## src/spq_pkg.sv

```systemverilog
// ----------------------------------------------------------------------------
// spq_pkg
// Shared types and codes for the sorted minimum priority queue.
// ----------------------------------------------------------------------------
package spq_pkg;

  localparam int VALUE_W          = 32;
  localparam int OCC_W            = 8;
  localparam int CAPACITY_DEFAULT = 128;

  // action codes
  localparam logic ACT_ENQ = 1'b0;
  localparam logic ACT_DEQ = 1'b1;

  // status codes
  localparam logic [1:0] ST_OK        = 2'd0;
  localparam logic [1:0] ST_OVERFLOW  = 2'd1;
  localparam logic [1:0] ST_UNDERFLOW = 2'd2;

  typedef struct packed {
    logic                      action;
    logic signed [VALUE_W-1:0] value;
  } spq_cmd_t;

  typedef struct packed {
    logic signed [VALUE_W-1:0] removed_value;
    logic [1:0]                status;
    logic [OCC_W-1:0]          occupancy;
  } spq_rsp_t;

  // per-cycle control broadcast to every cell
  typedef struct packed {
    logic enq;
    logic deq;
  } spq_ctl_t;

endpackage

```

## src/spq_cell.sv

```systemverilog
// ----------------------------------------------------------------------------
// spq_cell
// One slot of the sorted chain: holds one entry, shifts up on insert, down on
// removal.
// ----------------------------------------------------------------------------
module spq_cell #(
  parameter int INDEX = 0,
  parameter int CW    = 8
) (
  input  logic                               clk,
  input  spq_pkg::spq_ctl_t                  ctl,
  input  logic [CW-1:0]                      count,
  input  logic signed [spq_pkg::VALUE_W-1:0] value,
  input  logic signed [spq_pkg::VALUE_W-1:0] prev_entry,
  input  logic                               prev_ins,
  input  logic signed [spq_pkg::VALUE_W-1:0] next_entry,
  output logic signed [spq_pkg::VALUE_W-1:0] entry,
  output logic                               ins
);

  localparam logic [CW-1:0] IDX = CW'(INDEX);

  // Mark slots at or behind the insert point: live and greater, or first free
  assign ins = ((IDX < count) && (value < entry)) || (IDX == count);

  // Take the new value at the insert point, the neighbor's entry behind it; on dequeue take the next entry
  always_ff @(posedge clk) begin
    if (ctl.enq && ins) begin
      entry <= prev_ins ? prev_entry : value;
    end else if (ctl.deq) begin
      entry <= next_entry;
    end
  end

endmodule

```

## config.mk

```make
export PLATFORM = sky130hd
export DESIGN_NAME = spq_cell
export DESIGN_NICKNAME = d
export VERILOG_FILES = /design/src/spq_pkg.sv /design/src/spq_cell.sv
export SDC_FILE = /design/constraint.sdc
export NUM_CORES = 1
export LEC_CHECK = 0
export BUFFER_PORTS_ARGS = -buffer_cell sky130_fd_sc_hd__buf_2
export CAP_MARGIN = 40
export CORE_MARGIN = 5
export CORE_UTILIZATION = 35
export CTS_CLUSTER_SIZE = 12
export DETAILED_ROUTE_END_ITERATION = 10
export PLACE_DENSITY = 0.72
export SETUP_SLACK_MARGIN = 0.05
export SYNTH_ARGS = -nofsm -noshare
export SYNTH_HDL_FRONTEND = slang
export SYNTH_SLANG_ARGS = --single-unit
```

## constraint.sdc

```tcl
create_clock -name clk -period 4.46 [get_ports clk]
set_input_delay 0.669 -clock clk [delete_from_list [all_inputs] [get_ports clk]]
set_output_delay 0.669 -clock clk [all_outputs]
set_load 0.02 [all_outputs]
```

==> metrics.yaml, run 1 <==
status:
  outcome: "complete, no violations"
timing:
  fin_crit_sh_pct: 71.1
  setup_slack_ns: 1.29
  drv_slew: 0
  relSlewSlack_pct: 49.7
  rsz0062_at_grt: "false"
  setup_viol: 0
  final_hold_viol_count: 0
  fin_crit_ns: 3.17
  fin_skew_ns: 0.00784
  tightest_slew_ns: 0.755
  setup_tns_ns: 0
  max_freq_mhz: 316
critical_path:
  crit_arrival_ns: 2.50
  end_kind: "output pin"
  critPathSlowestCell: "a22oi_1"
  cp-start-kind: "input pin"
  slowest_delay_ns: 0.31
  crit-reg2reg-launch: "entry[31]$_DFFE_PP_"
  crit_type: "in2out"
  ff2ff_setup_slack_ns: 1.49
  cp.required_ns: 3.79
  crit_path_max_fanout: 3
  r2r_cells: 9
  worstReg2RegEnd: "entry[9]$_DFFE_PP_"
  cp_num_cells: 9
  crit_family: "compound AO/OA/AOI/OAI gates"
  cp_cell_sequence: "buf_2 > ha_1 > a21o_1 > a21o_1 > a221o_1 > a22oi_1 > a21oi_1 > a31oi_1 > buf_2"
  path_buf_inv: 2
floorplanning:
  initial_utilization_pct: 35.7
  rows: 32
  die_area_um2: 9720
  io_pins: 141
  core-area_um2: 7690
  chipHeight_um: 98.6
  dieWidth_um: 98.6
pwr:
  vdd_ir_drop_max_mv: 0.138
  p_leak_nw: 1.81
  powerDensity_nw_per_um2: 352
route:
  drtAntennaViolNets: 0
  drc: 0
  vias: 2233
  wl_per_cell_um: 14.6
  drt_wl_total_um: 6870
  drt_first_pass_iters: 4
  routed_via_density: 4.73
  drt_iter0_markers: 40
clocking:
  cts_tree: "built"
  clock_latency_ns: 0.28
  ctsHoldBuffers: 0
  clock_path_buffers: 2
  cts_setup_buffers: 0
  cts-buffers-inserted: 5
  cts_root_buf: "clkbuf_8"
  htreeDepth: 2
  clkSinkCount: 32
  clk_pin_slew_ns: 0.07
  ctsResizeCount: 0
yosys:
  yosysSeqAreaShare_pct: 35.0
  ys.flop_type: "edfxtp_1"
  syn_area_um2: 2750
  yosysTopAreaCell: "edfxtp_1"
  yosysUniqueCellTypes: 35
  post-synth-top-count-cell: "mux2_2"
  synth_async_sr_flop_share_pct: 0
  syn_nets: 367
  synth_edf_count: 32
  synthCells: 228
  synth_area_leaders: "edfxtp_1 (35%), mux2_4 (16%), mux2_2 (14%)"
  avgSynthCellArea_um2: 12.1
  yosys_warnings: 0
  synth_common_cells: "mux2_2 (35), inv_1 (33), edfxtp_1 (32)"
  yosysTopAreaCellShare_pct: 35.0
  ys_seq_elements: 32
hold_path:
  min_path_cells: 2
  min_to: "entry[17]$_DFFE_PP_"
  hp-class: "in2reg"
  hp-start: "next_entry[17]"
placed_design:
  io_buffers: 140
  gp_congestion: 0.785
  dp_slack_ns: 1.07
  place_hpwl_um: 5760
final_layout:
  antenna_cells: 0
  largest_reg_flops: 32
  drive_above_1_share_pct: 58.1
  synthToLayoutAreaGrowth_pct: 30.6
  nets: 509
  top_regs: "entry: 32 flops"
  max_flop_register: "entry"
global_route:
  grt_pass1_vias: 2411
  grt_max_degree: 33
  antenna_found_initial: 0
  grt_pass1_wl_um: 11200
  groute.usage.overall_pct: 14.3
  overflow: 0
run:
  cap_violations: 0
==> power breakdown <==
| group | switching, mW | leakage [nW] | internal (mW) | total [mW] |
|---|---|---|---|---|
| Combinational | 0.317 | 1.45 | 0.286 | 0.604 |
| Clock | 0.107 | 0.0391 | 0.103 | 0.210 |
| Sequential | 0.0302 | 0.319 | 0.422 | 0.452 |
==> through the flow <==
stage                     cells  hold slack (ns)  utilization (%)  cell area, um2  total power, mW
after floorplan             228            0.887                -            2750            0.910
after global placement      465            0.968             45.7            3510             1.05
after detailed placement    465            0.973             45.7            3510             1.07
after CTS                   472            0.674             46.7            3590             1.29
after global routing        472            0.673             46.7            3590             1.36
final                       472            0.685             46.7            3590             1.27
==> layout by cell type, fill, tap and decap left out, drive strengths merged, types with 4 or more instances in the layout <==
master / n
buf: 143
mux2: 64
inv: 33
edfxtp: 32
ha: 31
a21oi: 11
nand2: 9
nor2: 5
clkbuf: 5
nand4: 5
o21ai: 4
==> worst max path at each step <==
stage	from	endpoint	slack [ns]
6_report	value[13]	ins	1.29
5_1_grt	value[9]	ins	1.12
4_1_cts	value[13]	ins	1.29
3_5_place_dp	value[31]	entry[11]$_DFFE_PP_	1.07
3_3_place_gp	value[13]	entry[5]$_DFFE_PP_	1.16
2_1_floorplan	value[13]	entry[0]$_DFFE_PP_	1.02
==> kinds of logic after synthesis <==
family / share of synthesized area (%)
adder cells (fa/ha/maj): 14.1
multiplexers: 30.2
AO/OA/AOI/OAI: 6.38
buffers and inverters: 7.65
AND/OR/NAND/NOR: 6.69
flip-flops: 35.0
==> worst register-to-register path: stages (launching register included) <==
cell	delay, ns
edfxtp_1	0.35
inv_1	0.05
ha_1	0.36
nand4_2	0.18
nor4_2	0.36
and3_1	0.21
a22oi_1	0.11
a311o_2	0.49
buf_4	0.27
mux2_4	0.34
==> metal layers <==
metal  GRT usage [%]  wire, um  vias up
li1                -         -     1122
met1            16.1      2750     1017
met2            25.9      3520       90
met3            4.53       561        4
met4            3.99        46        0
met5               0         0        -
==> cell type report <==
type / count / area (um2)
clock buffer: 5 / 68.8
clock inverter: 2 / 7.51
fill: 746 / 4100
inverter: 33 / 124
multi-input combinational: 155 / 1580
sequential: 32 / 961
tap: 102 / 128
timing repair buffer: 143 / 723
No activity file was read; power rests on OpenSTA's default activity.
==> inputs of run 2 (changes only) <==
--- a/config.mk
+++ b/config.mk
@@ -5,13 +5,14 @@
 export SDC_FILE = /design/constraint.sdc
 export NUM_CORES = 1
 export LEC_CHECK = 0
+export ABC_AREA = 1
 export BUFFER_PORTS_ARGS = -buffer_cell sky130_fd_sc_hd__buf_2
 export CAP_MARGIN = 40
 export CORE_MARGIN = 5
 export CORE_UTILIZATION = 35
 export CTS_CLUSTER_SIZE = 12
 export DETAILED_ROUTE_END_ITERATION = 10
-export PLACE_DENSITY = 0.72
+export PLACE_DENSITY = 0.73
 export SETUP_SLACK_MARGIN = 0.05
 export SYNTH_ARGS = -nofsm -noshare
 export SYNTH_HDL_FRONTEND = slang
==> constraint.sdc (replaced) <==
create_clock -name clk -period 3.3 [get_ports clk]
set_input_delay 0.495 -clock clk [delete_from_list [all_inputs] [get_ports clk]]
set_output_delay 0.495 -clock clk [all_outputs]
set_load 0.02 [all_outputs]
==> run 2 against run 1 <==
  * Worst hold slack worse by 0.21 ns
  * Core utilization increased by 0.13 points
  * Non-clock buffer count is 1 higher
  * Via count increased by 17%
  * Critical endpoint unchanged
==> metrics.yaml, run 2 <==
yosys:
  synth_top_family_by_area: "simple AND/OR/NAND/NOR gates"
  avgSynthCellArea_um2: 8.58  # -29%
  synthXorXnorAreaFrac_pct: 0  # unchanged
  ys_seq_elements: 32  # unchanged
  synth_edf_count: 32  # unchanged
  yosysSeqAreaShare_pct: 35.7  # +0.70 points
  synth-compound-area-share_pct: 4.46  # -1.9 points
  synth_common_cells: "nand2_1 (83), inv_1 (42), nand3_1 (34)"
  synth_async_sr_flop_share_pct: 0  # unchanged
  synth_mux_area_share_pct: 13.0  # -17 points
  synthAdderAreaFrac_pct: 14.4  # +0.28 points
  yosysTopAreaCell: "edfxtp_1"
  yosys_warnings: 0  # unchanged
  synth-simple-area-share_pct: 23.5  # +17 points
  synthCells: 314  # +38%
  syn_area_um2: 2690  # -2.0%
  syn_nets: 453  # +23%
  yosysUniqueCellTypes: 22  # -37%
  synth_area_leaders: "edfxtp_1 (36%), ha_1 (14%), mux2_2 (13%)"
  post-synth-top-count-cell: "nand2_1"
  yosysTopAreaCellShare_pct: 35.7  # +0.70 points
  ys.flop_type: "edfxtp_1"
pwr:
  power_mw: 1.83  # +45%
  vdd_ir_drop_max_mv: 0.219  # +59%
  powerDensity_nw_per_um2: 513  # +46%
  p_leak_nw: 1.94  # +7.3%
critical_path:
  cp-start-kind: "flop"
  r2r_cells: 16  # +7
  crit_type: "reg2out"
  crit_path_max_fanout: 11  # +8
  end_kind: "output pin"
  endpoint: "ins"
  crit-reg2reg-launch: "entry[5]$_DFFE_PP_"
  ff2ff_setup_slack_ns: 0.83  # -0.66 ns
  cp.required_ns: 2.80  # -0.99 ns
  cp-startpoint: "entry[5]$_DFFE_PP_"
  worstReg2RegEnd: "entry[12]$_DFFE_PP_"
  crit_arrival_ns: 2.18  # -0.32 ns
final_layout:
  fin_area_um2: 3560  # -0.77%
  mostFrequentLayoutCells: "buf_2 (140), nand2_1 (83), inv_1 (42), nand3_1 (34), edfxtp_1 (32)"
  top_regs: "entry: 32 flops"
  seq_area_um2: 961  # unchanged
  largest_reg_flops: 32  # unchanged
  antenna_cells: 0  # unchanged
  nets: 590  # +16%
  final_common_cell: "buf_2"
  multi_input_area_um2: 1490  # -5.6%
  fin_cells: 554  # +17%
  max_flop_register: "entry"
  nFillCells: 738  # -1.1%
  synthToLayoutAreaGrowth_pct: 32.2
  drive_above_1_share_pct: 42.9  # -15 points
placed_design:
  dp_cells: 546  # +17%
  io_buffers: 140  # unchanged
  gp_congestion: 0.781  # -0.50%
  place_hpwl_um: 6050  # +5.1%
  dpl_cell_area_um2: 3480  # -0.96%
clocking:
  cts_setup_buffers: 0  # unchanged
  clk_pin_slew_ns: 0.07  # about the same
  clkSinkCount: 32  # unchanged
  cts_root_buf: "clkbuf_8"
  cts_tree: "built"
  cts-buffers-inserted: 5  # unchanged
  clock_latency_ns: 0.28  # about the same
  clock_path_buffers: 2  # unchanged
  ctsHoldBuffers: 0  # unchanged
  ctsResizeCount: 0  # unchanged
  htreeDepth: 2  # unchanged
global_route:
  grt_max_degree: 34  # +3.0%
  antenna_found_initial: 0  # unchanged
  overflow: 0  # unchanged
  grt_pass1_wl_um: 12500  # +11%
  groute.usage.overall_pct: 15.9  # +1.5 points
  grt_pass1_vias: 2732  # +13%
floorplanning:
  initial_utilization_pct: 35.4  # -0.33 points
  rows: 32  # unchanged
  die_area_um2: 9550  # -1.8%
  io_pins: 141  # unchanged
  dieWidth_um: 97.7  # -0.88%
  core-area_um2: 7610  # -1.0%
  chipHeight_um: 97.7  # -0.88%
timing:
  tightest_slew_ns: 0.767  # +0.0120 ns
  drv_slew: 0  # unchanged
  fin_skew_ns: 0.00750  # -0.000341 ns
  fin_crit_ns: 2.67
  max_freq_mhz: 374
  fin_crit_sh_pct: 80.9
  setup_viol: 0  # unchanged
  rsz0062_at_grt: "false"
  final_hold_viol_count: 0  # unchanged
  setup_tns_ns: 0  # unchanged
  relSlewSlack_pct: 48.9  # -0.80 points
  fin_hold_ws_ns: 0.473  # -0.213 ns
route:
  drc: 0  # unchanged
  drtAntennaViolNets: 0  # unchanged
  wl_per_cell_um: 13.5  # -7.6%
  drt_iter0_markers: 93  # +130%
  drt_wl_total_um: 7460  # +8.5%
  vias: 2611  # +17%
  drt_first_pass_iters: 4  # unchanged
  routed_via_density: 4.71  # -0.38%
status:
  outcome: "complete, no violations"
run:
  cap_violations: 0  # unchanged
hold_path:
  hp-class: "in2reg"
[run 2: cell count changes after synthesis, moves of 5 or more]
cell | before | now
inv_1 | 33 | 42
mux2_4 | 29 | 0
a21oi_1 | 11 | 16
nand3_1 | 1 | 34
nand2_2 | 0 | 10
nand2_1 | 9 | 83
[run 2: logic make-up after synthesis]
| logic type | after synthesis |
|---|---|
| buf+inv | 56 |
| flops | 32 |
| fa+ha+maj | 31 |
| compound gates | 23 |
| mux | 31 |
| simple gates | 141 |
[run 2: through the flow]
step                      worst slack (ns)  utilization (%)
after floorplan                      0.454                -
after global placement               0.685             45.7
after detailed placement             0.601             45.7
after CTS                            0.616             46.8
after global routing                 0.459             46.8
final                                0.629             46.8
[run 2: area by class of cell]
cell class / count / area share [%]
Multi-Input combinational cell: 226 / 41.8
Sequential cell: 32 / 27.0
Timing Repair Buffer: 144 / 20.9
Inverter: 42 / 4.43
Tap cell: 102 / 3.58
Clock buffer: 5 / 1.93
Clock inverter: 3 / 0.386
[run 2: worst max-delay path, cell delays in order (launching register included)]
cell	delay (ns)
edfxtp_1	0.40
inv_1	0.07
ha_1	0.23
a21oi_1	0.14
nor2_1	0.05
nor3_1	0.17
nand2_1	0.11
nand2_1	0.06
nand2_1	0.07
nand2_1	0.08
nand2_1	0.05
nand2_1	0.09
nand3_4	0.16
buf_2	0.21
[run 2: layer usage]
metal / part of all wire (%) / GRT usage (%) / vias up
met5: 0 / 0 / -
met4: 0.48 / 3.73 / 0
met3: 8.9 / 5.00 / 6
met2: 49 / 28.2 / 103
met1: 41 / 18.6 / 1169
li1: - / - / 1333
[run 2: worst min-delay path by stage]
stage,start,endpoint,cells past startpoint
6_report,next_entry[20],entry[20]$_DFFE_PP_,3
5_1_grt,next_entry[25],entry[25]$_DFFE_PP_,3
4_1_cts,next_entry[20],entry[20]$_DFFE_PP_,3
3_5_place_dp,next_entry[28],entry[28]$_DFFE_PP_,3
3_3_place_gp,next_entry[27],entry[27]$_DFFE_PP_,3
2_1_floorplan,next_entry[10],entry[10]$_DFFE_PP_,2
[run 2: report_power, final]
group / switching [mW] / internal, mW / total (mW)
Sequential: 0.0518 / 0.592 / 0.644
Clock: 0.149 / 0.143 / 0.292
Combinational: 0.561 / 0.331 / 0.892
